### src/hdl/gdfs_pkg.sv
// Shared types and constants for the graph depth-first search engine.
// No dependencies; imported by gdfs_scan, the top level and the checker.
package gdfs_pkg;

   // Sizing of the graph storage
   localparam int MAX_NODES   = 32;
   localparam int MAX_EDGES   = 256;

   // Field widths
   localparam int NODE_W      = 5;
   localparam int CFG_W       = 6;
   localparam int EDGE_W      = 2 * NODE_W;
   localparam int VMAP_W      = 1 << NODE_W;

   // Edge store and work stack geometry
   localparam int EDGE_AW     = (MAX_EDGES > 1) ? $clog2(MAX_EDGES) : 1;
   localparam int EDGE_CW     = $clog2(MAX_EDGES + 1);
   localparam int STACK_DEPTH = MAX_EDGES + 1;
   localparam int STACK_AW    = $clog2(STACK_DEPTH);
   localparam int LEVEL_W     = $clog2(STACK_DEPTH + 1);

   // Effective cap on the node limit register
   localparam int NODE_CAP    = (MAX_NODES < VMAP_W) ? MAX_NODES : VMAP_W;
   localparam int CFG_RESET   = 32;

   typedef enum logic [1:0] {
      REQ_CLEAR     = 2'd0,
      REQ_ADD_DIR   = 2'd1,
      REQ_ADD_UNDIR = 2'd2,
      REQ_SEARCH    = 2'd3
   } req_code_type;

   typedef enum logic [1:0] {
      ST_OK       = 2'd0,
      ST_VISIT    = 2'd1,
      ST_BAD_NODE = 2'd2,
      ST_FULL     = 2'd3
   } status_code_type;

   typedef enum logic [2:0] {
      S_IDLE,
      S_EXEC,
      S_EDGE2,
      S_POP,
      S_POP_CHECK,
      S_SCAN
   } state_type;

   // Status from the edge scan unit back to the sequencer
   typedef struct packed {
      logic              push;
      logic [NODE_W-1:0] node;
      logic              done;
   } scan_status_type;

endpackage

### src/hdl/gdfs_ram.sv
// Generic single-write, single-read RAM with registered read data.
// No dependencies; used for the edge store and the work stack.
module gdfs_ram #(
   parameter int WIDTH = 8,
   parameter int DEPTH = 16
) (
   input  logic                                      clock,
   input  logic                                      wr_en,
   input  logic [((DEPTH > 1) ? $clog2(DEPTH) : 1)-1:0] wr_addr,
   input  logic [WIDTH-1:0]                          wr_data,
   input  logic                                      rd_en,
   input  logic [((DEPTH > 1) ? $clog2(DEPTH) : 1)-1:0] rd_addr,
   output logic [WIDTH-1:0]                          rd_data
);

   logic [WIDTH-1:0] mem [DEPTH];
   logic [WIDTH-1:0] rd_data_ff;

   // Write port
   always_ff @(posedge clock) begin
      if (wr_en) begin
         mem[wr_addr] <= wr_data;
      end
   end

   // Registered read port
   always_ff @(posedge clock) begin
      if (rd_en) begin
         rd_data_ff <= mem[rd_addr];
      end
   end

   assign rd_data = rd_data_ff;

endmodule

### src/hdl/gdfs_scan.sv
// Edge scan unit: walks the edge store one entry per cycle and compares each
// source against the current node. Depends on gdfs_pkg.
module gdfs_scan (
   input  logic                            clock,
   input  logic                            reset,
   input  logic                            scan_start,
   input  logic [gdfs_pkg::EDGE_CW-1:0]    edge_total,
   input  logic [gdfs_pkg::NODE_W-1:0]     cur_node,
   input  logic [gdfs_pkg::VMAP_W-1:0]     visited,
   input  logic [gdfs_pkg::EDGE_W-1:0]     edge_rd_data,
   output logic                            edge_rd_en,
   output logic [gdfs_pkg::EDGE_AW-1:0]    edge_rd_addr,
   output gdfs_pkg::scan_status_type       scan_status
);
   import gdfs_pkg::*;

   logic               active_ff, active_in;
   logic               rd_valid_ff, rd_valid_in;
   logic [EDGE_CW-1:0] idx_ff, idx_in;
   logic               more;
   logic [NODE_W-1:0]  from_node;
   logic [NODE_W-1:0]  to_node;
   logic               done;

   assign more      = idx_ff < edge_total;
   assign from_node = edge_rd_data[EDGE_W-1:NODE_W];
   assign to_node   = edge_rd_data[NODE_W-1:0];
   assign done      = active_ff && !more && !rd_valid_ff;

   // Issue one edge read per cycle while entries remain
   assign edge_rd_en   = active_ff && more;
   assign edge_rd_addr = idx_ff[EDGE_AW-1:0];

   always_comb begin
      idx_in      = idx_ff;
      active_in   = active_ff;
      rd_valid_in = active_ff && more;
      if (scan_start) begin
         idx_in    = '0;
         active_in = 1'b1;
      end else if (done) begin
         active_in = 1'b0;
      end else if (active_ff && more) begin
         idx_in = idx_ff + EDGE_CW'(1);
      end
   end

   // Compare the returned edge against the node being expanded
   always_comb begin
      scan_status.push = rd_valid_ff && (from_node == cur_node) && !visited[to_node];
      scan_status.node = to_node;
      scan_status.done = done;
   end

   always_ff @(posedge clock) begin
      if (reset) begin
         active_ff   <= 1'b0;
         rd_valid_ff <= 1'b0;
         idx_ff      <= '0;
      end else begin
         active_ff   <= active_in;
         rd_valid_ff <= rd_valid_in;
         idx_ff      <= idx_in;
      end
   end

endmodule

### src/hdl/graph_dfs_traversal.sv
// Top level of the graph depth-first search engine: sequencer, edge store,
// work stack and edge scan unit. Depends on gdfs_pkg, gdfs_ram, gdfs_scan.
//
// Usage:
//   A request beat is taken when start is high and busy is low; busy stays
//   high until the request's last result has been issued. req_type selects
//   clear graph, add directed edge, add undirected edge or run search.
//   Each result beat sits on the rsp_ ports for one cycle with rsp_valid
//   high; rsp_last marks the final beat of a request. The receiver cannot
//   stall, so results are never held back.
//   csr_node_count is written over csr_valid/csr_ready (ready is always high)
//   and must only change while busy is low.
// Sequencing:
//   Clear, directed edge, and any rejected request: the result beat is
//   registered in S_EXEC. Undirected edge: in S_EDGE2, after the reverse entry.
//   The next request can be taken at the edge that ends the last result beat.
//   Search: a setup state pushes the start node, each stack pop passes
//   S_POP and S_POP_CHECK, and each visited node scans the whole store in
//   S_SCAN, since the one scan unit reads the edge store one entry per cycle
//   for each node it expands. Busy drops as the last result appears.
// Reset:
//   Clears the edge count, the stack level, the visited map and the control
//   state, and sets node_count to 32. Memory contents are left as they are.
module graph_dfs_traversal (
   input  logic                          clock,
   input  logic                          reset,
   input  logic                          start,
   output logic                          busy,
   input  logic [1:0]                    req_type,
   input  logic [gdfs_pkg::NODE_W-1:0]   req_src_node,
   input  logic [gdfs_pkg::NODE_W-1:0]   req_dst_node,
   input  logic                          csr_valid,
   output logic                          csr_ready,
   input  logic [gdfs_pkg::CFG_W-1:0]    csr_node_count,
   output logic                          rsp_valid,
   output logic [1:0]                    rsp_status,
   output logic [gdfs_pkg::NODE_W-1:0]   rsp_visit_node,
   output logic                          rsp_last
);
   import gdfs_pkg::*;

   state_type          state_ff, state_in;
   req_code_type       req_ff;
   logic [NODE_W-1:0]  src_ff, dst_ff;
   logic [CFG_W-1:0]   node_count_ff;
   logic [EDGE_CW-1:0] edge_total_ff, edge_total_in;
   logic [VMAP_W-1:0]  visited_ff, visited_in;
   logic [LEVEL_W-1:0] level_ff, level_in;
   logic               pend_valid_ff, pend_valid_in;
   logic [NODE_W-1:0]  pend_node_ff, pend_node_in;
   logic               rsp_valid_ff, rsp_valid_in;
   status_code_type    rsp_status_ff, rsp_status_in;
   logic [NODE_W-1:0]  rsp_node_ff, rsp_node_in;
   logic               rsp_last_ff, rsp_last_in;

   // Memory ports
   logic                edge_wr_en;
   logic [EDGE_AW-1:0]  edge_wr_addr;
   logic [EDGE_W-1:0]   edge_wr_data;
   logic                edge_rd_en;
   logic [EDGE_AW-1:0]  edge_rd_addr;
   logic [EDGE_W-1:0]   edge_rd_data;
   logic                stk_wr_en;
   logic [STACK_AW-1:0] stk_wr_addr;
   logic [NODE_W-1:0]   stk_wr_data;
   logic                stk_rd_en;
   logic [STACK_AW-1:0] stk_rd_addr;
   logic [NODE_W-1:0]   stk_rd_data;

   logic                scan_start;
   scan_status_type     scan_status;

   // Request decode
   logic [CFG_W-1:0]    node_limit;
   logic                src_bad, dst_bad;
   logic                edge_full;
   logic [EDGE_CW:0]    edge_need;
   logic [LEVEL_W-1:0]  level_dec;
   logic                level_empty;
   logic                popped_seen;
   logic                accept;

   assign accept      = start && (state_ff == S_IDLE);
   assign node_limit  = (node_count_ff < CFG_W'(NODE_CAP)) ? node_count_ff : CFG_W'(NODE_CAP);
   assign src_bad     = {1'b0, src_ff} >= node_limit;
   assign dst_bad     = {1'b0, dst_ff} >= node_limit;
   assign edge_need   = (req_ff == REQ_ADD_UNDIR) ? (EDGE_CW + 1)'(2) : (EDGE_CW + 1)'(1);
   assign edge_full   = ({1'b0, edge_total_ff} + edge_need) > (EDGE_CW + 1)'(MAX_EDGES);
   assign level_dec   = level_ff - LEVEL_W'(1);
   assign level_empty = (level_ff == '0);
   assign popped_seen = visited_ff[stk_rd_data];

   // Next state
   always_comb begin
      state_in = state_ff;
      case (state_ff)
         S_IDLE: begin
            if (accept) begin
               state_in = S_EXEC;
            end
         end
         S_EXEC: begin
            state_in = S_IDLE;
            if (req_ff == REQ_SEARCH) begin
               if (!src_bad) begin
                  state_in = S_POP;
               end
            end else if (req_ff == REQ_ADD_UNDIR) begin
               if (!src_bad && !dst_bad && !edge_full) begin
                  state_in = S_EDGE2;
               end
            end
         end
         S_EDGE2: begin
            state_in = S_IDLE;
         end
         S_POP: begin
            state_in = level_empty ? S_IDLE : S_POP_CHECK;
         end
         S_POP_CHECK: begin
            state_in = popped_seen ? S_POP : S_SCAN;
         end
         S_SCAN: begin
            if (scan_status.done) begin
               state_in = S_POP;
            end
         end
         default: begin
            state_in = S_IDLE;
         end
      endcase
   end

   // Datapath control and result generation
   always_comb begin
      edge_wr_en    = 1'b0;
      edge_wr_addr  = edge_total_ff[EDGE_AW-1:0];
      edge_wr_data  = {src_ff, dst_ff};
      stk_wr_en     = 1'b0;
      stk_wr_addr   = level_ff[STACK_AW-1:0];
      stk_wr_data   = scan_status.node;
      stk_rd_en     = 1'b0;
      stk_rd_addr   = level_dec[STACK_AW-1:0];
      scan_start    = 1'b0;
      edge_total_in = edge_total_ff;
      visited_in    = visited_ff;
      level_in      = level_ff;
      pend_valid_in = pend_valid_ff;
      pend_node_in  = pend_node_ff;
      rsp_valid_in  = 1'b0;
      rsp_status_in = ST_OK;
      rsp_node_in   = '0;
      rsp_last_in   = 1'b0;
      case (state_ff)
         S_EXEC: begin
            case (req_ff)
               REQ_CLEAR: begin
                  edge_total_in = '0;
                  rsp_valid_in  = 1'b1;
                  rsp_last_in   = 1'b1;
               end
               REQ_SEARCH: begin
                  if (src_bad) begin
                     rsp_valid_in  = 1'b1;
                     rsp_status_in = ST_BAD_NODE;
                     rsp_last_in   = 1'b1;
                  end else begin
                     // Reset the map and push the start node
                     visited_in    = '0;
                     stk_wr_en     = 1'b1;
                     stk_wr_addr   = '0;
                     stk_wr_data   = src_ff;
                     level_in      = LEVEL_W'(1);
                     pend_valid_in = 1'b0;
                  end
               end
               default: begin
                  if (src_bad || dst_bad) begin
                     rsp_valid_in  = 1'b1;
                     rsp_status_in = ST_BAD_NODE;
                     rsp_last_in   = 1'b1;
                  end else if (edge_full) begin
                     rsp_valid_in  = 1'b1;
                     rsp_status_in = ST_FULL;
                     rsp_last_in   = 1'b1;
                  end else begin
                     edge_wr_en    = 1'b1;
                     edge_total_in = edge_total_ff + EDGE_CW'(1);
                     if (req_ff == REQ_ADD_DIR) begin
                        rsp_valid_in = 1'b1;
                        rsp_last_in  = 1'b1;
                     end
                  end
               end
            endcase
         end
         S_EDGE2: begin
            // Store the reverse entry of an undirected edge
            edge_wr_en    = 1'b1;
            edge_wr_data  = {dst_ff, src_ff};
            edge_total_in = edge_total_ff + EDGE_CW'(1);
            rsp_valid_in  = 1'b1;
            rsp_last_in   = 1'b1;
         end
         S_POP: begin
            if (level_empty) begin
               // Stack drained: the held visit is the final beat
               rsp_valid_in  = 1'b1;
               rsp_status_in = ST_VISIT;
               rsp_node_in   = pend_node_ff;
               rsp_last_in   = 1'b1;
               pend_valid_in = 1'b0;
            end else begin
               stk_rd_en = 1'b1;
               level_in  = level_dec;
            end
         end
         S_POP_CHECK: begin
            if (!popped_seen) begin
               // Release the previous visit, hold this one until the next
               if (pend_valid_ff) begin
                  rsp_valid_in  = 1'b1;
                  rsp_status_in = ST_VISIT;
                  rsp_node_in   = pend_node_ff;
               end
               pend_valid_in = 1'b1;
               pend_node_in  = stk_rd_data;
               visited_in    = visited_ff | (VMAP_W'(1) << stk_rd_data);
               scan_start    = 1'b1;
            end
         end
         S_SCAN: begin
            if (scan_status.push && (level_ff < LEVEL_W'(STACK_DEPTH))) begin
               stk_wr_en = 1'b1;
               level_in  = level_ff + LEVEL_W'(1);
            end
         end
         default: begin
         end
      endcase
   end

   // Control registers
   always_ff @(posedge clock) begin
      if (reset) begin
         state_ff      <= S_IDLE;
         node_count_ff <= CFG_W'(CFG_RESET);
         edge_total_ff <= '0;
         visited_ff    <= '0;
         level_ff      <= '0;
         pend_valid_ff <= 1'b0;
         rsp_valid_ff  <= 1'b0;
      end else begin
         state_ff      <= state_in;
         edge_total_ff <= edge_total_in;
         visited_ff    <= visited_in;
         level_ff      <= level_in;
         pend_valid_ff <= pend_valid_in;
         rsp_valid_ff  <= rsp_valid_in;
         if (csr_valid) begin
            node_count_ff <= csr_node_count;
         end
      end
   end

   // Payload registers
   always_ff @(posedge clock) begin
      if (accept) begin
         req_ff <= req_code_type'(req_type);
         src_ff <= req_src_node;
         dst_ff <= req_dst_node;
      end
      pend_node_ff  <= pend_node_in;
      rsp_status_ff <= rsp_status_in;
      rsp_node_ff   <= rsp_node_in;
      rsp_last_ff   <= rsp_last_in;
   end

   gdfs_ram #(
      .WIDTH (EDGE_W),
      .DEPTH (MAX_EDGES)
   ) u_edge_ram (
      .clock   (clock),
      .wr_en   (edge_wr_en),
      .wr_addr (edge_wr_addr),
      .wr_data (edge_wr_data),
      .rd_en   (edge_rd_en),
      .rd_addr (edge_rd_addr),
      .rd_data (edge_rd_data)
   );

   gdfs_ram #(
      .WIDTH (NODE_W),
      .DEPTH (STACK_DEPTH)
   ) u_stack_ram (
      .clock   (clock),
      .wr_en   (stk_wr_en),
      .wr_addr (stk_wr_addr),
      .wr_data (stk_wr_data),
      .rd_en   (stk_rd_en),
      .rd_addr (stk_rd_addr),
      .rd_data (stk_rd_data)
   );

   gdfs_scan u_scan (
      .clock        (clock),
      .reset        (reset),
      .scan_start   (scan_start),
      .edge_total   (edge_total_ff),
      .cur_node     (pend_node_ff),
      .visited      (visited_ff),
      .edge_rd_data (edge_rd_data),
      .edge_rd_en   (edge_rd_en),
      .edge_rd_addr (edge_rd_addr),
      .scan_status  (scan_status)
   );

   assign busy           = (state_ff != S_IDLE);
   assign csr_ready      = 1'b1;
   assign rsp_valid      = rsp_valid_ff;
   assign rsp_status     = rsp_status_ff;
   assign rsp_visit_node = rsp_node_ff;
   assign rsp_last       = rsp_last_ff;

endmodule

### config.mk
export PLATFORM = sky130hd
export DESIGN_NAME = graph_dfs_traversal
export DESIGN_NICKNAME = d
export VERILOG_FILES = /design/src/hdl/gdfs_pkg.sv /design/src/hdl/gdfs_ram.sv /design/src/hdl/gdfs_scan.sv /design/src/hdl/graph_dfs_traversal.sv
export SDC_FILE = /design/constraint.sdc
export NUM_CORES = 2
export LEC_CHECK = 0
export BUFFER_PORTS_ARGS = -buffer_cell sky130_fd_sc_hd__buf_2
export CAP_MARGIN = 15
export CORE_MARGIN = 10
export CORE_UTILIZATION = 65
export CTS_CLUSTER_DIAMETER = 50
export DETAILED_ROUTE_END_ITERATION = 10
export PLACE_DENSITY = 0.84
export SLEW_MARGIN = 20
export SYNTH_ARGS = -nofsm -noshare
export SYNTH_HDL_FRONTEND = slang
export SYNTH_SLANG_ARGS = --single-unit
### constraint.sdc
create_clock -name clock -period 22.4 [get_ports clock]
set_input_delay 4.48 -clock clock [delete_from_list [all_inputs] [get_ports clock]]
set_output_delay 4.48 -clock clock [all_outputs]
set_load 0.05 [all_outputs]
==> summary.md, run 1 <==
| Metric | Value |
|---|---|
| CTS root buffer | clkbuf_16 |
| Mean Syn Cell Area | 21.7 µm² |
| Post-CTS sizing | 0 |
| Post-synthesis xor/xnor area fraction | less than 1% |
| Post-synth top area share | between 70% and 80% |
| Post-Synth Adder-Cell Area | 0.264% |
| Final GP Congestion | approximately 0.89 |
| Compound-gate portion of the synthesized area | roughly 1.1% |
| Async SR Flop Fraction | 0% |
| Top cells by area, synth | edfxtp_1 75%, mux4_2 17%, nor2_1 1.5% |
| CTS Buf Count | about 380 |
| Stop err | [ERROR GRT-0229] Vertical edge usage exceeds the maximum allowed. (72, 14) usage=65535 limit=2200 |
| Port buffer count | 31 |
| Pin count of the biggest net entering global routing | about 180 |
| I/O Pins | 33 |
| Post-CTS setup buffer count | 0 |
| Synth Flop Type | edfxtp_1 |
| Initial Util | approximately two thirds |
| Row cnt | between 150 and 200 |
| Htree depth | 5 |
| Synth Warn # | 0 |
| Area of the mapped netlist | roughly 150000 µm² |
| Post-synthesis simple-gate area fraction | approximately 3.2% |
| Area leader, netlist | edfxtp_1 |
| Placed Cells incl. Taps | ~10k |
| Initial antenna violation count | 54 |
| Multiplexer area fraction after synthesis | 17.7% |
| Post-synthesis cell type count | 70 |
| Placed cell areas | roughly 160000 µm² |
| Post-synthesis sequential area ratio | between 70% and 80% |
| Outcome | did not finish |
| Main combinational cell family by area after synthesis | multiplexers |
| Chip width | around 510 µm |
| Syn Nets | 7187 |
| Seq cells post-synth | 3957 |
| DP Wirelength | between 200000 and 250000 µm |
| Clock tree buffer depth | 4 |
| Clock Sinks | 3957 |
| Stopping stage | global routing |
| Die H | 508 µm |
| Mapped Cells | 7133 |
| Cts hold-fix bufs | 0 |
| Post-synth EDFFs | ~3.9k |
[per-stage QoR]
stage | worst slack, ps | hold slack (ps)
2_1_floorplan | 9300 | 424
3_3_place_gp | 16270 | 471
3_5_place_dp | 16260 | 475
4_1_cts | 15630 | 515
[synthesized netlist by cell type, drive strengths merged (4+ instances only)]
master / instances
a2111oi: 7
a211oi: 15
a21o: 4
a21oi: 68
a221oi: 8
a22o: 10
a22oi: 17
a311o: 7
a311oi: 19
a31o: 4
a31oi: 18
and2: 8
and3: 26
buf: 192
clkbuf: 222
dfxtp: 80
edfxtp: 3877
ha: 31
inv: 26
mux2: 16
mux2i: 25
mux4: 1197
nand2: 327
nand3: 128
nand4: 11
nor2: 609
nor2b: 17
nor3: 17
nor3b: 10
nor4: 5
nor4b: 5
o2111ai: 5
o21ai: 38
o22ai: 6
o31ai: 6
or4: 5
xnor2: 20
xor2: 8
[cell families after synthesis]
group,Yosys count
adder cells (fa/ha/maj),32
multiplexers,1238
XOR/XNOR,28
AO/OA/AOI/OAI,257
other,1
flip-flops,3957
AND/OR/NAND/NOR,1179
buffers and inverters,441
==> run 2: changes to the inputs <==
--- a/config.mk
+++ b/config.mk
@@ -8,10 +8,9 @@
 export BUFFER_PORTS_ARGS = -buffer_cell sky130_fd_sc_hd__buf_2
 export CAP_MARGIN = 15
 export CORE_MARGIN = 10
-export CORE_UTILIZATION = 65
-export CTS_CLUSTER_DIAMETER = 50
+export CORE_UTILIZATION = 40
 export DETAILED_ROUTE_END_ITERATION = 10
-export PLACE_DENSITY = 0.84
+export PLACE_DENSITY_LB_ADDON = 0.15
 export SLEW_MARGIN = 20
 export SYNTH_ARGS = -nofsm -noshare
 export SYNTH_HDL_FRONTEND = slang
==> summary.md, run 2 <==
| Metric | Value |
|---|---|
| Post-CTS setup buffer count | 0 |
| Seq cells post-synth | 3957 |
| DRT antenna net count | 0 |
| Hold Path Class | flip-flop to flip-flop |
| Die area | between 400000 and 500000 µm² |
| Unrepaired setup endpoints after global routing | false |
| Max incr delay on CP | approximately 570 ps |
| Reg with most FFs | u_edge_ram.mem |
| Die H | between 600 and 700 µm |
| Initial Util | approximately two fifths |
| I/O Pins | 33 |
| Vias post-DR | 73.6k |
| CTS root buffer | clkbuf_16 |
| Layout cells sized above 1 | ~27% |
| Lkg Pwr | roughly 52 nW |
| Mapped Cells | slightly above 7k |
| Clock Skew | 89.5 ps |
| Final min period | between 6000 and 7000 ps |
| Sw Pwr | roughly 3.2 mW |
| First-pass GRT wire length | 586000 µm |
| Mean Syn Cell Area | about 22 µm² |
| Leading cell types in the layout, fill and taps excluded | 3877 x edfxtp_1, 1197 x mux4_2, 551 x nor2_1 |
| Synth Warn # | 0 |
| Htree depth | 5 |
| CTS Buf Count | roughly 420 |
| GRT Util Overall | 19.5% |
| Area leader, netlist | edfxtp_1 |
| Post-synth top cells | 3877 x edfxtp_1, 1197 x mux4_2, 609 x nor2_1 |
| Port buffer count | 31 |
| Wirelength per Cell | approximately 32 µm |
| Chip width | around 640 µm |
| Crit path launch type | flip-flop |
| Switch share | a little over a fifth |
| Max rail drop VDD | between 0.06 and 0.07 mV |
| Residual overflow from global routing | 0 |
| Part of the power in the clock network | roughly 44% |
| Vias in the first global route | around 75k |
| Crit Path Class | flip-flop to output port |
| Crit path required time | approximately 18000 ps |
| Via density | about 5.7 |
| Post-CTS sizing | 0 |
| Cell Pwr Density | ~88 nW/µm² |
| Clock-pin slew on the worst setup and hold paths | ~60 ps |
| Top flop regs | u_edge_ram.mem (2560), u_stack_ram.mem (1285), visited_ff (32) |
| F_max | 153 MHz |
| Int Pwr | approximately 12 mW |
| Synth Flop Type | edfxtp_1 |
| Clock Sinks | 3957 |
| Async SR Flop Fraction | 0% |
| Pin count of the biggest net entering global routing | between 150 and 200 |
| Final wirelength | just over 400000 µm |
| Top cells by area, synth | edfxtp_1 75%, mux4_2 17%, nor2_1 1.5% |
| Critical Path, Cell by Cell | or3_1 > buf_2 |
| Min Hold Slack | 492 ps |
| Most frequent cell after synthesis | edfxtp_1 |
| Post-route setup TNS | 0 ps |
| Flop pwr share | about 53% |
| Max cap viols | 0 |
| # DRC | 0 |
| Area of the mapped netlist | 155000 µm² |
| Worst setup EP type | output port |
| DRT Pass-1 Iters | 6 |
| Post-synth top area share | between 70% and 80% |
| NumNets Final | roughly 7.3k |
| Initial antenna violation count | 27 |
| Final Max Slew Viols | 0 |
| Post-synthesis cell type count | 70 |
| Post-synthesis sequential area ratio | around three quarters |
| Final GP Congestion | approximately 0.8 |
| Tcrit/Tclk final | slightly below 30% |
| Outcome | finished, final reports clean |
| Commonest non-fill, non-tap cell in the layout | edfxtp_1 |
| R2R setup slack | 16020 ps |
| Clk_lat worst skew | 960 ps |
| CTS tree | done |
| 1st-iter DRT viols | around 7.6k |
| Post-synth EDFFs | 3877 |
| P&R area growth vs syn | 13.0% |
| Row cnt | 228 |
| Combinational share of power | under 10% |
| DP Wirelength | about 240000 µm |
| Syn Nets | slightly above 7k |
| Max-slew headroom | 19.3% |
| Worst Max-Slew Pin Slew | between 1000 and 1500 ps |
| Final Setup Violations | 0 |
| Cts hold-fix bufs | 0 |
| Clock tree buffer depth | 4 |
| Final Hold Vio Count | 0 |
| Largest register FFs | between 2k and 3k |
| Worst Path Arrival | ~2100 ps |
| Core area | between 300000 and 400000 µm² |
| CP max FO | 15 |
| Fill cell count | ~32k |
| Slowest cell on the critical path | dfxtp_1 |
-- run 2: cell counts after synthesis --
Identical to the previous run, type by type.
-- run 2: path summary, 6_finish.rpt --
check	cells after the start	from	to
worst max register to register	9	u_scan.idx_ff[0]	u_edge_ram.rd_data[4]
worst min register to register	2	visited_ff[5]	visited_ff[5]
worst max-delay path	2	state_ff[1]	busy
worst min-delay path	2	visited_ff[5]	visited_ff[5]
-- run 2: critical path: cells and delay by family (launching register included) --
family | cells | cell delay (ps)
simple gates | 1 | 220
buf+inv | 1 | 360
flops | 1 | 570
-- run 2: layer usage --
layer,wire length [µm],vias up,GRT usage (%)
met5,0,-,0
met4,11100,0,4.95
met3,25700,586,2.88
met2,201000,2633,31.7
met1,174000,40249,27.8
li1,-,30142,-
-- run 2: stage by stage --
stage	std cells	util (%)	cell area (µm²)	power, mW	worst slack, ps
finish	12842	45.3	175000	15.4	15850
detailed placement	12046	41.8	161000	8.80	15400
floorplan	7133	-	155000	8.60	9300
global route	12833	45.3	175000	15.9	15440
CTS	12817	45.3	175000	15.6	15440
global placement	12045	41.8	161000	8.79	15410
-- run 2: cell type report --
cell class              instances  area (µm²)  share of cell area (%)
flip-flops and latches       3957      118000                    67.6
multi-input cells            2735       35500                    20.3
clock buffers                 513       11000                    6.32
well taps                    5175        6470                    3.71
clock inverters               258        2320                    1.33
repair buffers                153        1220                   0.698
inverters                      27         101                  0.0580
diodes                         24        60.1                  0.0344
-- run 2: logic make-up after synthesis --
| logic type | Yosys count | synth area share, % |
|---|---|---|
| AO/OA/AOI/OAI | 257 | 1.13 |
| XOR/XNOR | 28 | 0.163 |
| adder cells (fa/ha/maj) | 32 | 0.264 |
| buffers and inverters | 441 | 1.23 |
| flip-flops | 3957 | 76.3 |
| multiplexers | 1238 | 17.7 |
| other | 1 | 0.00242 |
| AND/OR/NAND/NOR | 1179 | 3.18 |
-- run 2: power groups by stage --
stage	clock network (mW)	logic [mW]	registers, mW
CTS	6.91	0.496	8.15
detailed placement	0	0.495	8.31
global placement	0	0.484	8.31
finish	6.78	0.487	8.15
global route	7.21	0.520	8.15
floorplan	0	0.269	8.33
(Power assumes the default switching activity.)
